## src/rtl/frc_sqrt.sv

```systemverilog
// Digit-by-digit integer square root, one root bit per register stage.
// out_root = floor(sqrt(in_rad)).
module frc_sqrt #(
   parameter int QW = 31,
   parameter int SW = 1
) (
   input  logic            clock,
   input  logic            reset,
   input  logic            en,
   input  logic            in_valid,
   input  logic [SW-1:0]   in_side,
   input  logic [2*QW-1:0] in_rad,
   output logic            out_valid,
   output logic [SW-1:0]   out_side,
   output logic [QW-1:0]   out_root
);

   localparam int RW = QW + 2;

   logic            v_ff    [QW];
   logic [RW-1:0]   rem_ff  [QW];
   logic [2*QW-1:0] rad_ff  [QW];
   logic [QW-1:0]   root_ff [QW];
   logic [SW-1:0]   side_ff [QW];

   for (genvar k = 0; k < QW; k++) begin : g_stage
      logic            v_p;
      logic [RW-1:0]   rem_p;
      logic [2*QW-1:0] rad_p;
      logic [QW-1:0]   root_p;
      logic [SW-1:0]   side_p;
      logic [RW+1:0]   t;
      logic [RW-1:0]   trial;
      logic            ge;

      if (k == 0) begin : g_first
         assign v_p    = in_valid;
         assign rem_p  = '0;
         assign rad_p  = in_rad;
         assign root_p = '0;
         assign side_p = in_side;
      end else begin : g_next
         assign v_p    = v_ff[k-1];
         assign rem_p  = rem_ff[k-1];
         assign rad_p  = rad_ff[k-1];
         assign root_p = root_ff[k-1];
         assign side_p = side_ff[k-1];
      end

      assign t     = {rem_p, rad_p[2*QW-1 -: 2]};
      assign trial = {root_p, 2'b01};
      assign ge    = t >= (RW+2)'(trial);

      always_ff @(posedge clock) begin
         if (reset) begin
            v_ff[k] <= 1'b0;
         end else if (en) begin
            v_ff[k] <= v_p;
         end
      end

      always_ff @(posedge clock) begin
         if (en) begin
            rem_ff[k]  <= ge ? RW'(t - (RW+2)'(trial)) : t[RW-1:0];
            rad_ff[k]  <= rad_p << 2;
            root_ff[k] <= {root_p[QW-2:0], ge};
            side_ff[k] <= side_p;
         end
      end
   end

   assign out_valid = v_ff[QW-1];
   assign out_side  = side_ff[QW-1];
   assign out_root  = root_ff[QW-1];

endmodule

```

## config.mk

```make
export PLATFORM = sky130hd
export DESIGN_NAME = frc_sqrt
export DESIGN_NICKNAME = d
export VERILOG_FILES = /design/src/rtl/frc_sqrt.sv
export SDC_FILE = /design/constraint.sdc
export NUM_CORES = 2
export LEC_CHECK = 0
export BUFFER_PORTS_ARGS = -buffer_cell sky130_fd_sc_hd__buf_4
export CORE_UTILIZATION = 50
export DETAILED_ROUTE_END_ITERATION = 7
export GPL_ROUTABILITY_DRIVEN = 0
export PLACE_DENSITY = 0.72
export SLEW_MARGIN = 20
export SYNTH_ARGS = -nofsm -noshare
export SYNTH_HDL_FRONTEND = slang
export SYNTH_SLANG_ARGS = --single-unit
```

## constraint.sdc

```tcl
create_clock -name clock -period 3.9 [get_ports clock]
set_clock_uncertainty 0.15 [all_clocks]
set_input_delay 0 -clock clock [delete_from_list [all_inputs] [get_ports clock]]
set_output_delay 0 -clock clock [all_outputs]
set_load 0.05 [all_outputs]
```

# Yosys cells after proc, flatten, opt, wreduce, memory -nomap -nowiden
# Memory sizes are Yosys's and may differ from the RTL's.
# Cells that the tools add are included.
# word_totals
memories	5
register_bits	0
wordCells	166
mem_bits_rw	3906
out_inout_bits	33
inputBits	67
# memory_table
memory	words	word_bits	rd	rd_ports_with_merged_regs	write_ports	line_no	text
rad_ff	31	60	30	0	31	22	logic [2*QW-1:0] rad_ff [QW];
rem_ff	31	33	30	0	31	21	logic [RW-1:0] rem_ff [QW];
root_ff	31	31	31	0	31	23	logic [QW-1:0] root_ff [QW];
side_ff	31	1	31	0	31	24	logic [SW-1:0] side_ff [QW];
v_ff	31	1	31	0	31	20	logic v_ff [QW];
# classes
bitwise_logic	31
n_lt_le_gt_ge	31
n_addsub	31
mux	68
# op_table
cell	count
greater-or-equal comparator 35 x 33 -> 1 bit	30
two-way mux 33 bit	31
subtractor 33 bit	30
two-way mux 1 bit	37
bitwise OR 1 bit	31
subtractor 2 x 1 -> 3 bit, second input constant	1
greater-or-equal comparator 2 x 1 -> 1 bit, second input constant	1

# Longest topological paths before layout
# depth
depth_word	4
mapped_depth	14
ltp_nobuf	14

# Worst setup path after synthesis
# No wires, ideal clock.
# synth_timing
path_kind	register to register
start	memory rem_ff[4][18] (netlist name)
end	memory rem_ff[5][16] (netlist name), data pin
setup_time_ns	0.261
path_slack_ns	0.336
stages_incl_launch_ff	12
synth_period_minus_slack_ns	3.564
n_path_buf	1
t_required_ns	3.489
arrival_time_ns	3.153
cell_sequence	edfxtp_1 or4_4 or4_4 or3_4 nor3_2 o2111ai_1 or3_1 clkbuf_1 nor2b_1 and3_4 nor2b_1 xor2_1
# synth_lines
item	line_no
from (decl)	21

==> impl_metrics.env <==
export IMPL_initial_core_util=0.504
export IMPL_h_tree_depth=5
export IMPL_first_pass_iters=8
export IMPL_synth_edf_count=2430
export IMPL_dp_hpwl_um=153000
export IMPL_hold_depth=5
export IMPL_die_h_um=475
export IMPL_netlist_area_um2=112000
export IMPL_yosys_area_share_simple=0.0995
export IMPL_grt_max_degree=143
export IMPL_num_io_pins=100
export IMPL_slew_viol_final=0
export IMPL_synth_compound_area_frac=0.0929
export IMPL_period_share=0.969
export IMPL_yosysSeqAreaShare=0.652
export IMPL_antenna_found_initial=1
export IMPL_remaining_drc_errors=0
export IMPL_drive_gt1_frac=0.0921
export IMPL_p_int_w=0.0538
export IMPL_final_hold_violation_count=0
export IMPL_via_per_inst=5.56
export IMPL_numCtsBuffers=274
export IMPL_irDropWorstVdd_v=0.000436
export IMPL_nets=9666
export IMPL_synth_xor_area_share=0.0599
export IMPL_p_switching_w=0.0201
export IMPL_post_route_util=0.574
export IMPL_clk_pin_slew_ns=0.06
export IMPL_min_path_type="input port to flop"
export IMPL_cap_viol_max_count=0
export IMPL_avgSynthCellArea_um2=13.1
export IMPL_synth_top_cell_area_share=0.652
export IMPL_critPathKind="flop to flop"
export IMPL_p_seq_frac=0.473
export IMPL_clk_insertion_delay_late_ns=0.90
export IMPL_synth_top_family_by_area="simple AND/OR/NAND/NOR gates"
export IMPL_synth_cells=8553
export IMPL_cp_max_fo=5
export IMPL_cts_buffer_depth=4
export IMPL_numPortBuffers=99
export IMPL_core_area_um2=222000
export IMPL_ys_top_cells_by_area="edfxtp_1, ha_1, xor2_1"
export IMPL_swShare=0.272
export IMPL_root_buffer="clkbuf_16"
export IMPL_area_delta_synth_final_pct=14.0
export IMPL_power_w=0.0739
export IMPL_rr_worst_depth=12
export IMPL_p_leak_nw=48.6
export IMPL_overflow=0
export IMPL_cp_required_ns=4.36
export IMPL_relSlewSlack=0.377
export IMPL_fillers=17400
export IMPL_endpoint_kind="flop"
export IMPL_synth_cell_type_count=88
export IMPL_cts_tree="done"
export IMPL_ys_ff_latch=2430
export IMPL_clock_sinks=2430
export IMPL_yosysWarnings=0
export IMPL_synthFlopType="edfxtp_1"
export IMPL_power_density_nw_per_um2=579
export IMPL_die_w_um=475
export IMPL_grt_pass1_wl_um=347000
export IMPL_grtUsageTotal=0.191
export IMPL_dieArea_um2=226000
export IMPL_worstPathArrival_ns=4.24
export IMPL_routed_wl_um=217000
export IMPL_rows=173
export IMPL_syn_nets=9148
export IMPL_via_count=68000
export IMPL_period_needed_ns=3.78
export IMPL_synth_mux_area_frac=0.00941
export IMPL_timing_fmax_mhz=265
export IMPL_ant_nets=0
export IMPL_finalSetupViolCount=0
export IMPL_yosys_area_share_adder=0.0590
export IMPL_combPwrFrac=0.192
export IMPL_start_kind="flop"
export IMPL_grt_pass1_vias=67000
export IMPL_drt_iter0_markers=5566
export IMPL_clockPowerShare=0.335
export IMPL_worst_slew_pin_slew_ns=0.910
export IMPL_status="finished, final reports clean"
export IMPL_post_drt_wl_per_cell_um=17.8
export IMPL_yosys_area_top_type="edfxtp_1"
export IMPL_synth_async_reset_ratio=0
-- synthesized netlist by cell type, drive strengths merged, types with 82 or more instances --
cell and n:
xnor2 374, nor4 113, ha 528, a21oi 501, nand3 138, clkbuf 154
or3 110, xor2 392, nand2 586, nor2b 93, inv 638, nor3 209
nor2 530, o21ai 467, nand2b 103, mux2 82, o21a 104, a21o 208
edfxtp 2430
-- sequential cells by signal (all words and copies together), names as in the netlist --
signal and flops:
v_ff 31, rad_ff 930, rem_ff 942, side_ff 31
root_ff 496
-- cells by family after synthesis --
| family | Yosys count |
|---|---|
| buf+inv | 810 |
| flops | 2430 |
| fa+ha+maj | 528 |
| other cells | 1 |
| xor+xnor | 766 |
| compound gates | 1678 |
| simple gates | 2245 |
| mux | 95 |
-- cells in the final DEF (no fill, tap or decap), drive strengths merged, types with 34 or more instances in the layout --
cell / n
edfxtp: 2430
inv: 647
nand2: 586
nor2: 530
ha: 528
a21oi: 501
o21ai: 467
xor2: 392
xnor2: 374
clkbuf: 321
buf: 281
nor3: 209
a21o: 208
nand3: 138
dlygate4sd3: 132
nor4: 113
or3: 110
o21a: 104
nand2b: 103
clkinv: 97
nor2b: 93
mux2: 82
nand4: 75
and2: 74
or4: 63
o31ai: 62
o21bai: 42
or2: 41
a211oi: 40
a31oi: 37
and3: 34
-- power by group through the flow --
stage | sequential (W) | combinational [W] | clock [W]
final | 0.0349 | 0.0142 | 0.0247
after global routing | 0.0352 | 0.0157 | 0.0263
after CTS | 0.0349 | 0.0140 | 0.0254
after detailed placement | 0.0355 | 0.0138 | 0
after global placement | 0.0354 | 0.0134 | 0
after floorplan | 0.0346 | 0.0102 | 0
-- layer usage --
layer | vias up | track usage | routed length [um]
li1 | 32700 | - | -
met2 | 1955 | 0.332 | 109000
met5 | - | 0 | 0
met1 | 32800 | 0.241 | 89900
met3 | 528 | 0.0278 | 10900
met4 | 0 | 0.0684 | 7380
-- worst max-delay path, stage by stage, from the launching register on --
cell and delay, ns:
edfxtp_1 0.41, ha_1 0.37, nor2b_1 0.15, o21ai_0 0.25, a21boi_0 0.22, o41ai_2 0.33, o21ai_1 0.21, o21ai_0 0.22
buf_4 0.17, o211ai_1 0.17, or2_2 0.38, or3_1 0.34, xnor2_1 0.13
-- timing repair --
| action | in CTS | in global routing |
|---|---|---|
| pin swaps | 0 | 3 |
| endpoints found under the hold margin | 1032 | 0 |
| resized for setup | 1 | 41 |
| buffers inserted | 0 | 6 |
| hold buffers | 132 | 0 |
| setup endpoints to repair | 1 | 143 |
-- final timing paths --
check | end | start | slack (ns)
max | rem_ff[15][32] | rem_ff[14][0] | 0.12
max reg2reg | rem_ff[15][32] | rem_ff[14][0] | 0.12
min reg2reg | rad_ff[1][14] | rad_ff[0][192] | 0.25
min | v_ff[5] | reset | 0.18
-- per-stage QoR --
stage	setup TNS [ns]	setup WS, ns	cell area [um^2]	hold slack [ns]	std cells
floorplan	0	0.336	112000	-0.0511	8553
CTS	0	0.0454	127000	0.0885	12200
global route	-0.156	-0.0585	128000	0.164	12200
global placement	0	0.154	117000	0.0287	11600
detailed placement	0	0.0571	117000	0.0292	11600
finish	0	0.120	128000	0.182	12200
-- area by class of cell --
type / count / area [um^2] / share of cell area
Clock buffer: 321 / 7180 / 0.0563
Tap cell: 2975 / 3720 / 0.0292
Timing Repair Buffer: 413 / 3800 / 0.0298
Clock inverter: 144 / 1420 / 0.0111
Sequential cell: 2430 / 73000 / 0.572
Multi-Input combinational cell: 5313 / 36100 / 0.283
Inverter: 639 / 2400 / 0.0188
Antenna cell: 2 / 5.00 / 0.0000392
No activity file was read; power rests on OpenSTA's default activity.
