<file path="config.mk">
export PLATFORM = sky130hd
export DESIGN_NAME = frc_div
export DESIGN_NICKNAME = d
export VERILOG_FILES = /design/src/rtl/frc_div.sv
export SDC_FILE = /design/constraint.sdc
export NUM_CORES = 2
export LEC_CHECK = 0
export BUFFER_PORTS_ARGS = -buffer_cell sky130_fd_sc_hd__buf_2
export CAP_MARGIN = 20
export CORE_MARGIN = 2
export CORE_UTILIZATION = 59
export DETAILED_ROUTE_END_ITERATION = 10
export PLACE_DENSITY = 0.79
export SETUP_SLACK_MARGIN = 0.4
export SYNTH_ARGS = -nofsm -noshare
export SYNTH_HDL_FRONTEND = slang
export SYNTH_SLANG_ARGS = --single-unit
export TNS_END_PERCENT = 50
</file>
<file path="constraint.sdc">
create_clock -name clock -period 7.1 [get_ports clock]
set_input_delay 1.065 -clock clock [delete_from_list [all_inputs] [get_ports clock]]
set_output_delay 1.065 -clock clock [all_outputs]
set_load 0.03 [all_outputs]
</file>
<file path="src/rtl/frc_div.sv">
// Restoring divider, one quotient bit per register stage.
// Quotient = floor((in_rem * 2^QW + in_bits) / in_den), valid when in_rem < in_den.
module frc_div #(
   parameter int QW = 31,
   parameter int DW = 28,
   parameter int SW = 1
) (
   input  logic          clock,
   input  logic          reset,
   input  logic          en,
   input  logic          in_valid,
   input  logic [SW-1:0] in_side,
   input  logic [DW-1:0] in_rem,
   input  logic [QW-1:0] in_bits,
   input  logic [DW-1:0] in_den,
   output logic          out_valid,
   output logic [SW-1:0] out_side,
   output logic [QW-1:0] out_quot
);

   logic          v_ff    [QW];
   logic [DW-1:0] rem_ff  [QW];
   logic [DW-1:0] den_ff  [QW];
   logic [QW-1:0] bits_ff [QW];
   logic [QW-1:0] quot_ff [QW];
   logic [SW-1:0] side_ff [QW];

   for (genvar k = 0; k < QW; k++) begin : g_stage
      logic          v_p;
      logic [DW-1:0] rem_p;
      logic [DW-1:0] den_p;
      logic [QW-1:0] bits_p;
      logic [QW-1:0] quot_p;
      logic [SW-1:0] side_p;
      logic [DW:0]   trial;
      logic          ge;

      if (k == 0) begin : g_first
         assign v_p    = in_valid;
         assign rem_p  = in_rem;
         assign den_p  = in_den;
         assign bits_p = in_bits;
         assign quot_p = '0;
         assign side_p = in_side;
      end else begin : g_next
         assign v_p    = v_ff[k-1];
         assign rem_p  = rem_ff[k-1];
         assign den_p  = den_ff[k-1];
         assign bits_p = bits_ff[k-1];
         assign quot_p = quot_ff[k-1];
         assign side_p = side_ff[k-1];
      end

      assign trial = {rem_p, bits_p[QW-1]};
      assign ge    = trial >= {1'b0, den_p};

      always_ff @(posedge clock) begin
         if (reset) begin
            v_ff[k] <= 1'b0;
         end else if (en) begin
            v_ff[k] <= v_p;
         end
      end

      always_ff @(posedge clock) begin
         if (en) begin
            rem_ff[k]  <= ge ? DW'(trial - {1'b0, den_p}) : trial[DW-1:0];
            den_ff[k]  <= den_p;
            bits_ff[k] <= bits_p << 1;
            quot_ff[k] <= {quot_p[QW-2:0], ge};
            side_ff[k] <= side_p;
         end
      end
   end

   assign out_valid = v_ff[QW-1];
   assign out_side  = side_ff[QW-1];
   assign out_quot  = quot_ff[QW-1];

endmodule

</file>
* Yosys cells after proc, flatten, opt, wreduce, memory -nomap -nowiden *
Memory sizes are Yosys's and may differ from the RTL's.
Index checks and enable logic that the tools add are counted.

word-level totals
  ROM bits = 0
  bits of input ports = 92
  bits in latches = 0
  memories = 6
  bits in writable memories = 3689
  register bits after elaboration = 0
  output and inout bits = 33
  word-level logic and storage cells = 167

memories
  name     depth  width  rd ports  clocked after memory_dff  write ports  RTL line  source
  quot_ff  31     31     31        0                         31           25        logic [QW-1:0] quot_ff [QW];
  bits_ff  31     30     30        0                         31           24        logic [QW-1:0] bits_ff [QW];
  den_ff   31     28     30        0                         31           23        logic [DW-1:0] den_ff [QW];
  rem_ff   31     28     30        0                         31           22        logic [DW-1:0] rem_ff [QW];
  side_ff  31     1      31        0                         31           26        logic [SW-1:0] side_ff [QW];
  v_ff     31     1      31        0                         31           21        logic v_ff [QW];

operators by class
  div/mod/pow operators = 0
  $lt $le $gt $ge = 31
  reductions and logical operators = 0
  shift-type cells = 0
  $mul = 0
  bitwise gates (word level) = 31
  add/sub/neg operators = 31
  eq/ne operators = 0
  multiplexer cells = 68

operators by type and width
  kind              count
  $ge A29 B28 Y1    31
  $mux W28          31
  $sub A28 B28 Y28  31
  $mux W1           37
  $or A1 B1 Y1      31

* Depth between registers and ports, before layout *
  depth after elaboration = 4
  depth in mapped cells = 14
  depth with buffers taken out = 12

* Worst setup path after synthesis *
OpenSTA, ideal clock, no wires.

  path kind = input -> register
  from = input in_den[19]
  to = memory rem_ff[0][21], data pin
  setup time = 260 ps
  path buffers = 1
  data required time = 6840 ps
  data arrival time = 3327 ps
  path slack = 3513 ps
  cell stages on the path = 12
  cells stage by stage = inv_1 > ha_1 > nand2_1 > nor2_1 > and2_1 > a41o_1 > a2111oi_0 > a211o_1 > and2_1 > clkinv_1 > buf_2 > mux2_2

RTL lines
  element      RTL line  source
  from (decl)  15        input logic [DW-1:0] in_den,
  to (decl)    22

==> Implementation_results.wiki <==
{| class="wikitable"
! Metric !! Value
|-
| Routed length per instance || 21.2 um
|-
| Area share of the largest cell type after synthesis || 0.592
|-
| Slowest stage delay, CP || 0.81 ns
|-
| TritonCTS clock tree || yes
|-
| Proportion of synthesized area in mux cells || 0.0309
|-
| Max Fanout on Critical Path || 36
|-
| Final worst hold slack || 0.303 ns
|-
| H-tree lvl count || 5
|-
| Worst Clk Skew || 0.0721 ns
|-
| Fraction of the yosys area taken by sequential cells || 0.592
|-
| Number of cells after detailed placement || 14200
|-
| Share of cells above drive strength 1 || 0.0915
|-
| CTS buffer count || 306
|-
| Unrepaired setup endpoints after global routing || false
|-
| Gate Count Post-Synth || 11200
|-
| Placer's final routability congestion estimate || 0.957
|-
| Number of cells on the worst hold path || 1
|-
| Starting utilization of the core area || 0.592
|-
| Standby leakage power || 60.5 nW
|-
| Number of I/O pins || 125
|-
| Post-DR vias/cell || 6.00
|-
| Critical path cell sequence || ha_1 -> nor2b_1 -> o31a_1 -> o31ai_1 -> o21ai_0 -> a311oi_1 -> o21ai_1 -> a31oi_2 -> inv_2 -> mux2_2
|-
| Synthesized cell area || 137000 um2
|-
| Number of max-cap violations || 0
|-
| Cell taking the most area after synthesis || sky130_fd_sc_hd__edfxtp_1
|-
| Hold buffer count at CTS || 0
|-
| Synth area leaders || sky130_fd_sc_hd__edfxtp_1 (59%), sky130_fd_sc_hd__ha_1 (7.9%), sky130_fd_sc_hd__a21oi_1 (3.0%)
|-
| Floorplan die area || 236000 um2
|-
| Count of cells resized by post-cts repair || 0
|-
| Primary FF master, synth || sky130_fd_sc_hd__edfxtp_1
|-
| Number of antenna violations at the first check in global routing || 7
|-
| Placeable core area || 232000 um2
|-
| Pre-antenna DRT Iters || 6
|-
| Synthesized-area fraction occupied by adder cells || 0.0836
|-
| Category of cells accounting for the largest share of critical-path delay || compound AO/OA/AOI/OAI gates
|-
| Dpl cell area || 141000 um2
|-
| Post-synth EDFFs || 2703
|-
| Arrival time of data at the critical path endpoint || 5.22 ns
|-
| Post-Syn Nets || 12200
|-
| Buf+Inv Stages, Crit Path || 1
|-
| Sink count of the clock tree || 2703
|-
| First-pass GRT wire length || 484000 um
|-
| Final non-filler cell total || 14700
|-
| Number of failing setup endpoints in the final timing report || 0
|-
| FFs w/ async S/R, synth || 0
|-
| Drt total wl || 311000 um
|-
| XOR/XNOR Fraction of Synth Area || 0.0437
|-
| Post-synthesis cell type count || 104
|-
| Worst-Margin Slew || 1.03 ns
|-
| Max VDD drop || 0.000368 V
|-
| Final-report max-slew violation count || 0
|-
| Startpoint type of the worst setup path || flip-flop
|-
| Ys Warns || 0
|-
| Rel. slew slack || 0.310
|-
| Class of the most critical setup path || flip-flop to flip-flop
|-
| Post-Syn Area per Cell || 12.2 um2
|-
| Via count of the first global-routing pass || 86100
|-
| Total DRC errors in the routed layout || 0
|-
| Horizontal extent of the die || 486 um
|-
| Area growth syn-to-layout || 10.4%
|-
| Setup TNS || 0 ns
|-
| Endpoints failing hold || 0
|-
| Area of the multi-input gates || 51000 um2
|-
| Clock root buffer || sky130_fd_sc_hd__clkbuf_16
|-
| Power per Cell Area || 464 nW/um2
|-
| Complex-gate fraction of the synthesized area || 0.130
|-
| Chip height || 486 um
|-
| Number of register bits inferred by synthesis || 2703
|-
| Outcome || complete, no violations
|-
| Largest net degree at the start of global routing || 181
|-
| F_max || 219 MHz
|-
| Most common library cell in the layout ignoring fill and taps || sky130_fd_sc_hd__edfxtp_1
|-
| Final instance area || 151000 um2
|-
| Post-route ant nets || 0
|-
| Post-detail-place hpwl || 228000 um
|-
| Clock input transition at the sequential cells of the worst setup and hold paths || 0.06 ns
|-
| Fill cell total of the finished layout || 17000
|-
| Remaining global-route overflow || 0
|-
| Period minus WS final || 4.57 ns
|-
| Tightest Hold Check Type || input port to flip-flop
|-
| Required arrival time at the worst endpoint || 7.75 ns
|-
| Routed vias || 88200
|-
| Total of buffers placed on input and output ports || 124
|-
| Commonest non-fill, non-tap cells in the layout || sky130_fd_sc_hd__edfxtp_1 (2703), sky130_fd_sc_hd__inv_1 (1085), sky130_fd_sc_hd__ha_1 (868)
|-
| Sequential cell area || 81200 um2
|-
| # rows || 177
|-
| Number of buffers inserted to repair setup after CTS || 0
|-
| DRC marker count from the first detailed-route iteration || 8091
|-
| Basic-gate share of the synthesized area counting and, or, nand and nor cells || 0.0822
|-
| Count of cells along the worst register-to-register path || 10
|-
| Nets@finish || 12400
|-
| Endpoint type of the worst setup path || flip-flop
|-
| Critical Path Stages || 10
|-
| Main combinational cell family by area after synthesis || compound AO/OA/AOI/OAI gates
|-
| Post-route fraction of the period consumed by the critical path || 0.644
|-
| Max Buffers Root-to-Sink || 4
|-
| Cell with the biggest individual delay on the critical path || sky130_fd_sc_hd__a31oi_2
|-
| Total global routing track utilization || 0.260
|-
| Clock insertion delay at the later pin of the skew report || 0.94 ns
|}
==> routing by layer <==
layer	track usage	up-vias	routed length (um)
met5	0	-	13
met3	0.0305	721	16300
met4	0.0920	2	11600
met1	0.343	42700	131000
met2	0.444	2757	153000
li1	-	42000	-
==> final timing paths <==
| path | end | slack, ns | start |
|---|---|---|---|
| worst min register to register | side_ff[0][6] | 0.39 | side_ff[0][5] |
| worst max-delay path | rem_ff[4][61] | 2.53 | rem_ff[4][28] |
| worst max register to register | rem_ff[4][61] | 2.53 | rem_ff[4][28] |
| worst min-delay path | bits_ff[0][8] | 0.30 | in_bits[8] |
==> kinds of logic after synthesis <==
family,count (synthesis)
multiplexers,374
buffers and inverters,1350
flip-flops,2703
adder cells (fa/ha/maj),898
AND/OR/NAND/NOR,2369
AO/OA/AOI/OAI,2819
XOR/XNOR,685
==> flip-flops by register name (all words and copies together) (netlist names) <==
| name | cells |
|---|---|
| v_ff | 31 |
| bits_ff | 465 |
| quot_ff | 496 |
| den_ff | 840 |
| rem_ff | 840 |
| side_ff | 31 |
==> stage by stage <==
step           power (W)  utilization  setup WS (ns)
2_1_floorplan     0.0464            -           3.51
3_3_place_gp      0.0535        0.609           2.41
3_5_place_dp      0.0541        0.609           2.59
4_1_cts           0.0703        0.653           2.62
5_1_grt           0.0745        0.653           2.27
6_report          0.0702        0.653           2.53
==> report_power, final <==
| part | internal (W) | switching, W | total, W | leakage (nW) |
|---|---|---|---|---|
| clock | 0.00956 | 0.00628 | 0.0158 | 4.86 |
| combinational | 0.0125 | 0.0168 | 0.0292 | 29.2 |
| sequential | 0.0228 | 0.00238 | 0.0252 | 26.5 |
| total | 0.0448 | 0.0254 | 0.0702 | 60.5 |
==> cell type report <==
class | instances | share of cell area
sequential | 2703 | 0.536
multi-input combinational | 7145 | 0.337
clock buffer | 344 | 0.0521
inverter | 1090 | 0.0270
tap | 3043 | 0.0252
clock inverter | 185 | 0.0143
timing repair buffer | 188 | 0.00866
antenna | 1 | 0.0000165
==> Yosys cell counts, drive strengths merged (19+ instances only) <==
library cell and instances:
edfxtp 2703, inv 1088, ha 868, a21oi 841
nand2 785, o21ai 697, nor2 577, a21o 399
xnor2 392, mux2 332, xor2 293, clkbuf 190
nand3 151, nand4 150, nor3 138, o21a 119
nor2b 110, nand2b 109, a31oi 108, and3 85
o21bai 80, a211oi 76, buf 70, and2 66
o31ai 63, o211ai 58, mux2i 42, a21boi 36
or3 36, a211o 34, nor4 33, o31a 31
fa 30, o41ai 26, or2 26, a2111oi 23
a221oi 23, nor3b 21, a311oi 20, nand3b 19
==> worst reg2reg max path: cells and delay by family, from the launching register on <==
kind / cells / cell delay [ns]
DFF: 1 / 0.43
AOI/OAI and AO/OA: 6 / 2.41
and+or+nand+nor: 1 / 0.15
muxes: 1 / 0.45
buffers and inverters: 1 / 0.54
adders and majority gates: 1 / 0.34
Note: power is estimated with default switching activity, not from simulation.
